`src/rtl/ksel_pkg.sv`:
```
`timescale 1ns / 1ps
// Shared constants and link types for the k-smallest selector.
// Depends on nothing; used by ksel_cell and k_smallest_selector.
package ksel_pkg;

    localparam int MAX_K  = 16;
    localparam int VAL_W  = 32;
    localparam int KCFG_W = 5;
    localparam int KW     = $clog2(MAX_K + 1);
    localparam int CMP_W  = (KW > KCFG_W) ? KW : KCFG_W;

    // Broadcast control from the top level to every cell.
    typedef struct packed {
        logic                    ins;
        logic                    drain;
        logic signed [VAL_W-1:0] value;
    } t_ctl;

    // Link from a cell to its right-hand neighbour, used during insertion.
    typedef struct packed {
        logic signed [VAL_W-1:0] value;
        logic                    occ;
        logic                    le;
    } t_fwd;

    // Link from a cell to its left-hand neighbour, used while draining.
    typedef struct packed {
        logic signed [VAL_W-1:0] value;
        logic                    occ;
    } t_bwd;

endpackage

```
`src/rtl/k_smallest_selector.sv`:
```
`timescale 1ns / 1ps
// k_smallest_selector: keeps the K smallest signed values of a run, emits them ascending.
// Throughput: one input transfer per cycle while collecting, inserted as it is taken.
// A last item is inserted as it is taken; the chain then shifts one value towards the
// output register per output transfer, and input stalls until the drain has ended.
// Reset (synchronous, active low) empties the chain, clears o_out_valid and sets K to 1.
// Depends on ksel_pkg and ksel_cell.
module k_smallest_selector (
    input  logic                              i_clk,
    input  logic                              i_rst_n,
    // Configuration write channel: the K register.
    input  logic                              i_cfg_valid,
    output logic                              o_cfg_ready,
    input  logic [ksel_pkg::KCFG_W-1:0]       i_cfg_data,
    // Input channel.
    input  logic                              i_in_valid,
    output logic                              o_in_ready,
    input  logic signed [ksel_pkg::VAL_W-1:0] i_value,
    input  logic                              i_last_item,
    // Result channel.
    output logic                              o_out_valid,
    input  logic                              i_out_ready,
    output logic signed [ksel_pkg::VAL_W-1:0] o_result_value,
    output logic                              o_final_result
);

    // The block either collects values (every cycle a transfer may insert one)
    // or drains the chain after a last item, one value per output transfer.
    typedef enum logic {
        ST_RUN,
        ST_DRAIN
    } t_state;

    t_state                            r_state;
    logic [ksel_pkg::KCFG_W-1:0]       r_k;
    logic                              r_out_valid;
    logic signed [ksel_pkg::VAL_W-1:0] r_out_value;
    logic                              r_out_final;

    logic [ksel_pkg::KW-1:0]           w_limit;
    logic [ksel_pkg::MAX_K-1:0]        w_lim;
    logic [ksel_pkg::MAX_K-1:0]        w_occ;
    logic                              w_in_acc;
    logic                              w_load;
    ksel_pkg::t_ctl                    w_ctl;
    ksel_pkg::t_fwd                    w_fwd [0:ksel_pkg::MAX_K];
    ksel_pkg::t_bwd                    w_bwd [0:ksel_pkg::MAX_K];

    // The config register is always writable; the user must make writes only while idle.
    assign o_cfg_ready = 1'b1;

    always_ff @(posedge i_clk) begin
        if (!i_rst_n) begin
            r_k <= ksel_pkg::KCFG_W'(1);
        end else if (i_cfg_valid) begin
            r_k <= i_cfg_data;
        end
    end

    // K above the chain length is clamped to the chain length.
    always_comb begin
        if (ksel_pkg::CMP_W'(r_k) > ksel_pkg::CMP_W'(ksel_pkg::MAX_K)) begin
            w_limit = ksel_pkg::KW'(ksel_pkg::MAX_K);
        end else begin
            w_limit = ksel_pkg::KW'(r_k);
        end
    end

    assign o_in_ready = (r_state == ST_RUN);
    assign w_in_acc   = i_in_valid && o_in_ready;

    // During a drain, an occupied head cell's value moves into the output register whenever
    // that register is free or being emptied by a transfer in the same cycle.
    assign w_load = (r_state == ST_DRAIN) && w_bwd[0].occ && (!r_out_valid || i_out_ready);

    assign w_ctl.ins   = w_in_acc;
    assign w_ctl.drain = w_load;
    assign w_ctl.value = i_value;

    // The left end of the chain acts as a neighbour that is always "not larger",
    // so the head cell takes the new value when it is empty or its own value is larger.
    assign w_fwd[0].value           = '0;
    assign w_fwd[0].occ             = 1'b0;
    assign w_fwd[0].le              = 1'b1;
    assign w_bwd[ksel_pkg::MAX_K].value = '0;
    assign w_bwd[ksel_pkg::MAX_K].occ   = 1'b0;

    for (genvar i = 0; i < ksel_pkg::MAX_K; i++) begin : g_cell
        assign w_lim[i] = (ksel_pkg::KW'(i) < w_limit);
        assign w_occ[i] = w_bwd[i].occ;

        ksel_cell u_cell (
            .i_clk   (i_clk),
            .i_rst_n (i_rst_n),
            .i_ctl   (w_ctl),
            .i_lim   (w_lim[i]),
            .i_fwd   (w_fwd[i]),
            .i_bwd   (w_bwd[i+1]),
            .o_fwd   (w_fwd[i+1]),
            .o_bwd   (w_bwd[i])
        );
    end

    // State and output register. A last item is inserted in the cycle it is
    // taken; the drain then runs until the head cell is empty, which also
    // leaves the chain empty for the next run.
    always_ff @(posedge i_clk) begin
        if (!i_rst_n) begin
            r_state     <= ST_RUN;
            r_out_valid <= 1'b0;
        end else begin
            case (r_state)
                ST_RUN: begin
                    if (w_in_acc && i_last_item) begin
                        r_state <= ST_DRAIN;
                    end
                end
                ST_DRAIN: begin
                    if (!w_bwd[0].occ) begin
                        r_state <= ST_RUN;
                    end
                end
                default: begin
                    r_state <= ST_RUN;
                end
            endcase

            if (w_load) begin
                r_out_valid <= 1'b1;
            end else if (i_out_ready) begin
                r_out_valid <= 1'b0;
            end
        end

        if (w_load) begin
            r_out_value <= w_bwd[0].value;
            r_out_final <= !w_bwd[1].occ;
        end
    end

    assign o_out_valid    = r_out_valid;
    assign o_result_value = r_out_value;
    assign o_final_result = r_out_final;

    // Occupied cells always form a block starting at the head of the chain.
    a_occ_contiguous : assert property (@(posedge i_clk) disable iff (!i_rst_n)
        ((w_occ & (w_occ + ksel_pkg::MAX_K'(1))) == '0))
        else $error("kept values are not packed at the head of the chain");

    // A last item always starts a drain.
    a_last_drains : assert property (@(posedge i_clk) disable iff (!i_rst_n)
        (w_in_acc && i_last_item) |=> (r_state == ST_DRAIN))
        else $error("last item did not start a drain");

    // Emitting the final value of a run leaves the chain empty.
    a_final_empties : assert property (@(posedge i_clk) disable iff (!i_rst_n)
        (w_load && !w_bwd[1].occ) |=> (w_occ == '0))
        else $error("chain not empty after the final value of a run");

endmodule

```
`src/rtl/ksel_cell.sv`:
```
`timescale 1ns / 1ps
// One slot of the sorted insertion chain: a kept value and its occupancy flag.
// Depends on ksel_pkg.
module ksel_cell (
    input  logic            i_clk,
    input  logic            i_rst_n,
    input  ksel_pkg::t_ctl  i_ctl,
    input  logic            i_lim,
    input  ksel_pkg::t_fwd  i_fwd,
    input  ksel_pkg::t_bwd  i_bwd,
    output ksel_pkg::t_fwd  o_fwd,
    output ksel_pkg::t_bwd  o_bwd
);

    logic signed [ksel_pkg::VAL_W-1:0] r_value;
    logic signed [ksel_pkg::VAL_W-1:0] n_value;
    logic                              r_occ;
    logic                              n_occ;
    logic                              w_occ_eff;
    logic                              w_le;

    // A slot beyond the current limit counts as empty.
    assign w_occ_eff = r_occ & i_lim;
    assign w_le      = w_occ_eff && (r_value <= i_ctl.value);

    always_comb begin
        n_value = r_value;
        n_occ   = r_occ;
        if (i_ctl.ins) begin
            if (w_le) begin
                n_occ = w_occ_eff;
            end else if (i_fwd.le) begin
                n_value = i_ctl.value;
                n_occ   = i_lim;
            end else begin
                n_value = i_fwd.value;
                n_occ   = i_fwd.occ & i_lim;
            end
        end else if (i_ctl.drain) begin
            n_value = i_bwd.value;
            n_occ   = i_bwd.occ;
        end
    end

    always_ff @(posedge i_clk) begin
        if (!i_rst_n) begin
            r_occ <= 1'b0;
        end else begin
            r_occ <= n_occ;
        end
        r_value <= n_value;
    end

    assign o_fwd.value = r_value;
    assign o_fwd.occ   = w_occ_eff;
    assign o_fwd.le    = w_le;
    assign o_bwd.value = r_value;
    assign o_bwd.occ   = r_occ;

endmodule
```
`config.mk`:
```
export PLATFORM = sky130hd
export DESIGN_NAME = k_smallest_selector
export DESIGN_NICKNAME = d
export VERILOG_FILES = /design/src/rtl/ksel_pkg.sv /design/src/rtl/k_smallest_selector.sv /design/src/rtl/ksel_cell.sv
export SDC_FILE = /design/constraint.sdc
export NUM_CORES = 2
export LEC_CHECK = 0
export ABC_AREA = 1
export ABC_CLOCK_PERIOD_IN_PS = 6600
export BUFFER_PORTS_ARGS = -buffer_cell sky130_fd_sc_hd__buf_2
export CORE_MARGIN = 2
export CORE_UTILIZATION = 40
export DETAILED_ROUTE_END_ITERATION = 16
export PLACE_DENSITY = 0.56
export SLEW_MARGIN = 20
export SYNTH_ARGS = -nofsm -noshare
export SYNTH_HDL_FRONTEND = slang
export SYNTH_SLANG_ARGS = --single-unit
```
`constraint.sdc`:
```
create_clock -name i_clk -period 6.6 [get_ports i_clk]
set_input_delay 1.32 -clock i_clk [delete_from_list [all_inputs] [get_ports i_clk]]
set_output_delay 1.32 -clock i_clk [all_outputs]
set_load 0.02 [all_outputs]
```
==> impl_metrics.json <==
{
  "avgViaCountPerCell": 5.59,
  "first_pass_iters": 6,
  "setup_viol": 0,
  "dp_slack_ns": 1.03,
  "path_cells": "buf_2 > inv_1 > buf_4 > ha_1 > nand2_1 > nor2_1 > nand2_1 > nor2_1 > nand2_1 > nand3_1 > nand3_1 > nand2_1 > nand2_1 > nand2_2 > buf_4",
  "globalRouteMet1Util": 0.370,
  "synth-edff-count": 545,
  "cts-root-buf": "clkbuf_16",
  "ys_warn_count": 0,
  "synthAdderAreaFrac": 0.158,
  "start_util": 0.404,
  "placed_area_sq_um": 42000,
  "nets": 5592,
  "muxShareOfSynthArea": 0,
  "grt_pass1_wl_microns": 219000,
  "critPathLaunchType": "input pin",
  "worstSetupStartpoint": "i_value[31]",
  "grt_max_degree": 191,
  "track_usage": 0.281,
  "cts_hold_buffers": 0,
  "cts.path.max_buffers": 3,
  "worst_path_max_delay_cell": "nor2_1",
  "worst-path-max-fanout": 32,
  "antenna_found_initial": 3,
  "cts-htree-levels": 3,
  "die_area_sq_um": 104000,
  "dieWidth_microns": 322,
  "power_switching_mw": 4.09,
  "path_clk_slew_ns": 0.05,
  "synth-simple-area-share": 0.216,
  "first_iter_violations": 3643,
  "async_flop_share": 0,
  "synth_seq_cells": 568,
  "synthFlopType": "edfxtp_1",
  "wl_per_cell_microns": 23.0,
  "synth_area_sq_um": 40500,
  "hold_viol": 0,
  "p_per_area_nw_per_um2": 264,
  "gr-total-overflow": 0,
  "grt_use_met2": 0.473,
  "cp-end-kind": "register",
  "vias": 35700,
  "use_met3": 0.0315,
  "die-height_microns": 322,
  "fmax_mhz": 199,
  "rsz0062_at_grt": "no",
  "syn_to_final_growth_pct": 9.07,
  "p_total_mw": 11.7,
  "tns_ns": 0,
  "place.gp.congestion": 0.910,
  "drive_gt1_frac": 0.0662,
  "p_leak_nw": 21.0,
  "fin_crit_sh": 0.763,
  "ios": 79,
  "status": "completed",
  "final_cell_count_no_fill": 6392,
  "ys_seq_area_frac": 0.416,
  "synth_xor_area_frac": 0,
  "crit_type": "input pin to register",
  "grt.busiest_layer": "met2",
  "pwr-share-seq": 0.423,
  "p_comb_frac": 0.251,
  "syn-num-nets": 5600,
  "crit_top_cell": "nand2_1",
  "critPathMaxStageDelay_ns": 0.56,
  "cts_tree": "yes",
  "holdWs_ns": 0.456,
  "ant_nets": 0,
  "tightest_slew_ns": 1.14,
  "switching_share": 0.350,
  "max-cap-violations": 0,
  "utilization": 0.441,
  "clockPowerShare": 0.326,
  "coreArea_sq_um": 100000,
  "clock_sinks": 568,
  "portBuffers": 77,
  "synth_cells": 5045,
  "placementRows": 116,
  "synth_compound_area_frac": 0.144,
  "syn_area_per_cell_sq_um": 8.02,
  "hp-start": "g_cell[0].u_cell.r_value[0]$_DFFE_PP_",
  "post-place-cells": 6261,
  "dp_hpwl_microns": 107000,
  "totalWireLength_microns": 147000,
  "fillers": 9981,
  "setup_slack_ns": 1.57,
  "cts_made_buffers": 72,
  "worstPathArrival_ns": 5.31,
  "intPower_mw": 7.59,
  "fin_crit_ns": 5.03,
  "ys_types": 38,
  "crit_required_ns": 6.87,
  "clock_latency_ns": 0.65,
  "cts_setup_buffers": 0,
  "fin_skew_ns": 0.0286,
  "slew_viol_final": 0,
  "cts_resized": 0,
  "slew_headroom": 0.240,
  "grt_pass1_vias": 34700,
  "drc": 0,
  "hold_path.class": "register to register",
  "rr_startpoint": "g_cell[1].u_cell.r_value[31]$_DFFE_PP_",
  "design_area_sq_um": 44100,
  "synth_top_family_by_area": "simple AND/OR/NAND/NOR gates",
  "vdd.ir_drop.worst_uv": 165
}
==> metal layers <==
layer	part of all wire	vias to the layer above	routed length [microns]
met5	0.000075	-	11
met4	0.040	2	5840
li1	-	17000	-
met3	0.064	276	9350
met1	0.43	17100	62600
met2	0.47	1347	69400
==> worst max-delay path, delay by kind of cell <==
family / cells / cell delay [ns]
buffers and inverters: 4 / 1.30
adders and majority gates: 1 / 0.54
and+or+nand+nor: 10 / 2.08
==> sequential cells by signal, indices dropped and copies added (netlist names) <==
register and count:
r_k 5, g_cell.u_cell.r_occ 16, o_out_valid 1, r_state 1
g_cell.u_cell.r_value 512, o_final_result 1, o_result_value 32
==> path summary, 6_finish.rpt <==
kind         slack, ns                                     end  depth (start not counted)
max               1.57  g_cell[1].u_cell.r_value[29]$_DFFE_PP_                         15
min               0.46             o_result_value[0]$_DFFE_PP_                          0
max reg2reg       2.66  g_cell[1].u_cell.r_value[29]$_DFFE_PP_                         12
min reg2reg       0.46             o_result_value[0]$_DFFE_PP_                          0
==> cells in the final DEF, fill, tap and decap left out, drive strengths merged, types with 32 or more instances in the layout <==
master,count
nand3,66
ha,512
nand2,1917
clkbuf,90
edfxtp,545
nor2,186
a21oi,411
inv,414
o21ai,622
buf,142
clkinv,32
nand4,37
==> synth_stat cells (8+ instances only) <==
| cell | number | share of area |
|---|---|---|
| nand2_1 | 1893 | 0.18 |
| edfxtp_1 | 545 | 0.40 |
| ha_1 | 512 | 0.16 |
| o21ai_0 | 435 | 0.054 |
| a21oi_1 | 409 | 0.051 |
| inv_1 | 401 | 0.037 |
| o21ai_1 | 187 | 0.023 |
| nor2_1 | 177 | 0.016 |
| clkbuf_1 | 130 | 0.012 |
| nand3_1 | 66 | 0.0082 |
| buf_2 | 44 | 0.0054 |
| nand4_1 | 37 | 0.0057 |
| buf_4 | 30 | 0.0056 |
| a22oi_2 | 28 | 0.0087 |
| dfxtp_1 | 23 | 0.011 |
| nand2_2 | 18 | 0.0028 |
| o21a_1 | 18 | 0.0033 |
| buf_6 | 16 | 0.0045 |
| a21o_1 | 13 | 0.0024 |
| nor3_1 | 13 | 0.0016 |
| nor2_2 | 8 | 0.0012 |
==> logic make-up (layout without fill, tap and decap cells) <==
kind of cell / count (synthesis) / count (layout)
other: 1 / 3
buffers and inverters: 633 / 680
AOI/OAI and AO/OA: 1100 / 1100
adders and majority gates: 512 / 512
DFF: 568 / 568
and+or+nand+nor: 2231 / 2231
==> area by class of cell <==
cell class,instances,area [sq um],share of cell area
well taps,1298,1620,0.0368
clock inverters,39,272,0.00615
inverters,409,1540,0.0349
flip-flops and latches,568,16800,0.381
clock buffers,90,1870,0.0423
repair buffers,142,923,0.0209
diodes,2,5.00,0.000113
multi-input cells,3844,21100,0.478
==> power by group through the flow <==
stage,Clock (mW),Sequential [mW],Combinational [mW]
6_report,3.81,4.94,2.93
5_1_grt,3.99,4.98,3.30
3_3_place_gp,0,5.01,2.82
2_1_floorplan,0,4.83,1.99
4_1_cts,3.85,4.93,2.89
3_5_place_dp,0,5.00,2.88
Power figures use the tool's default switching activity.
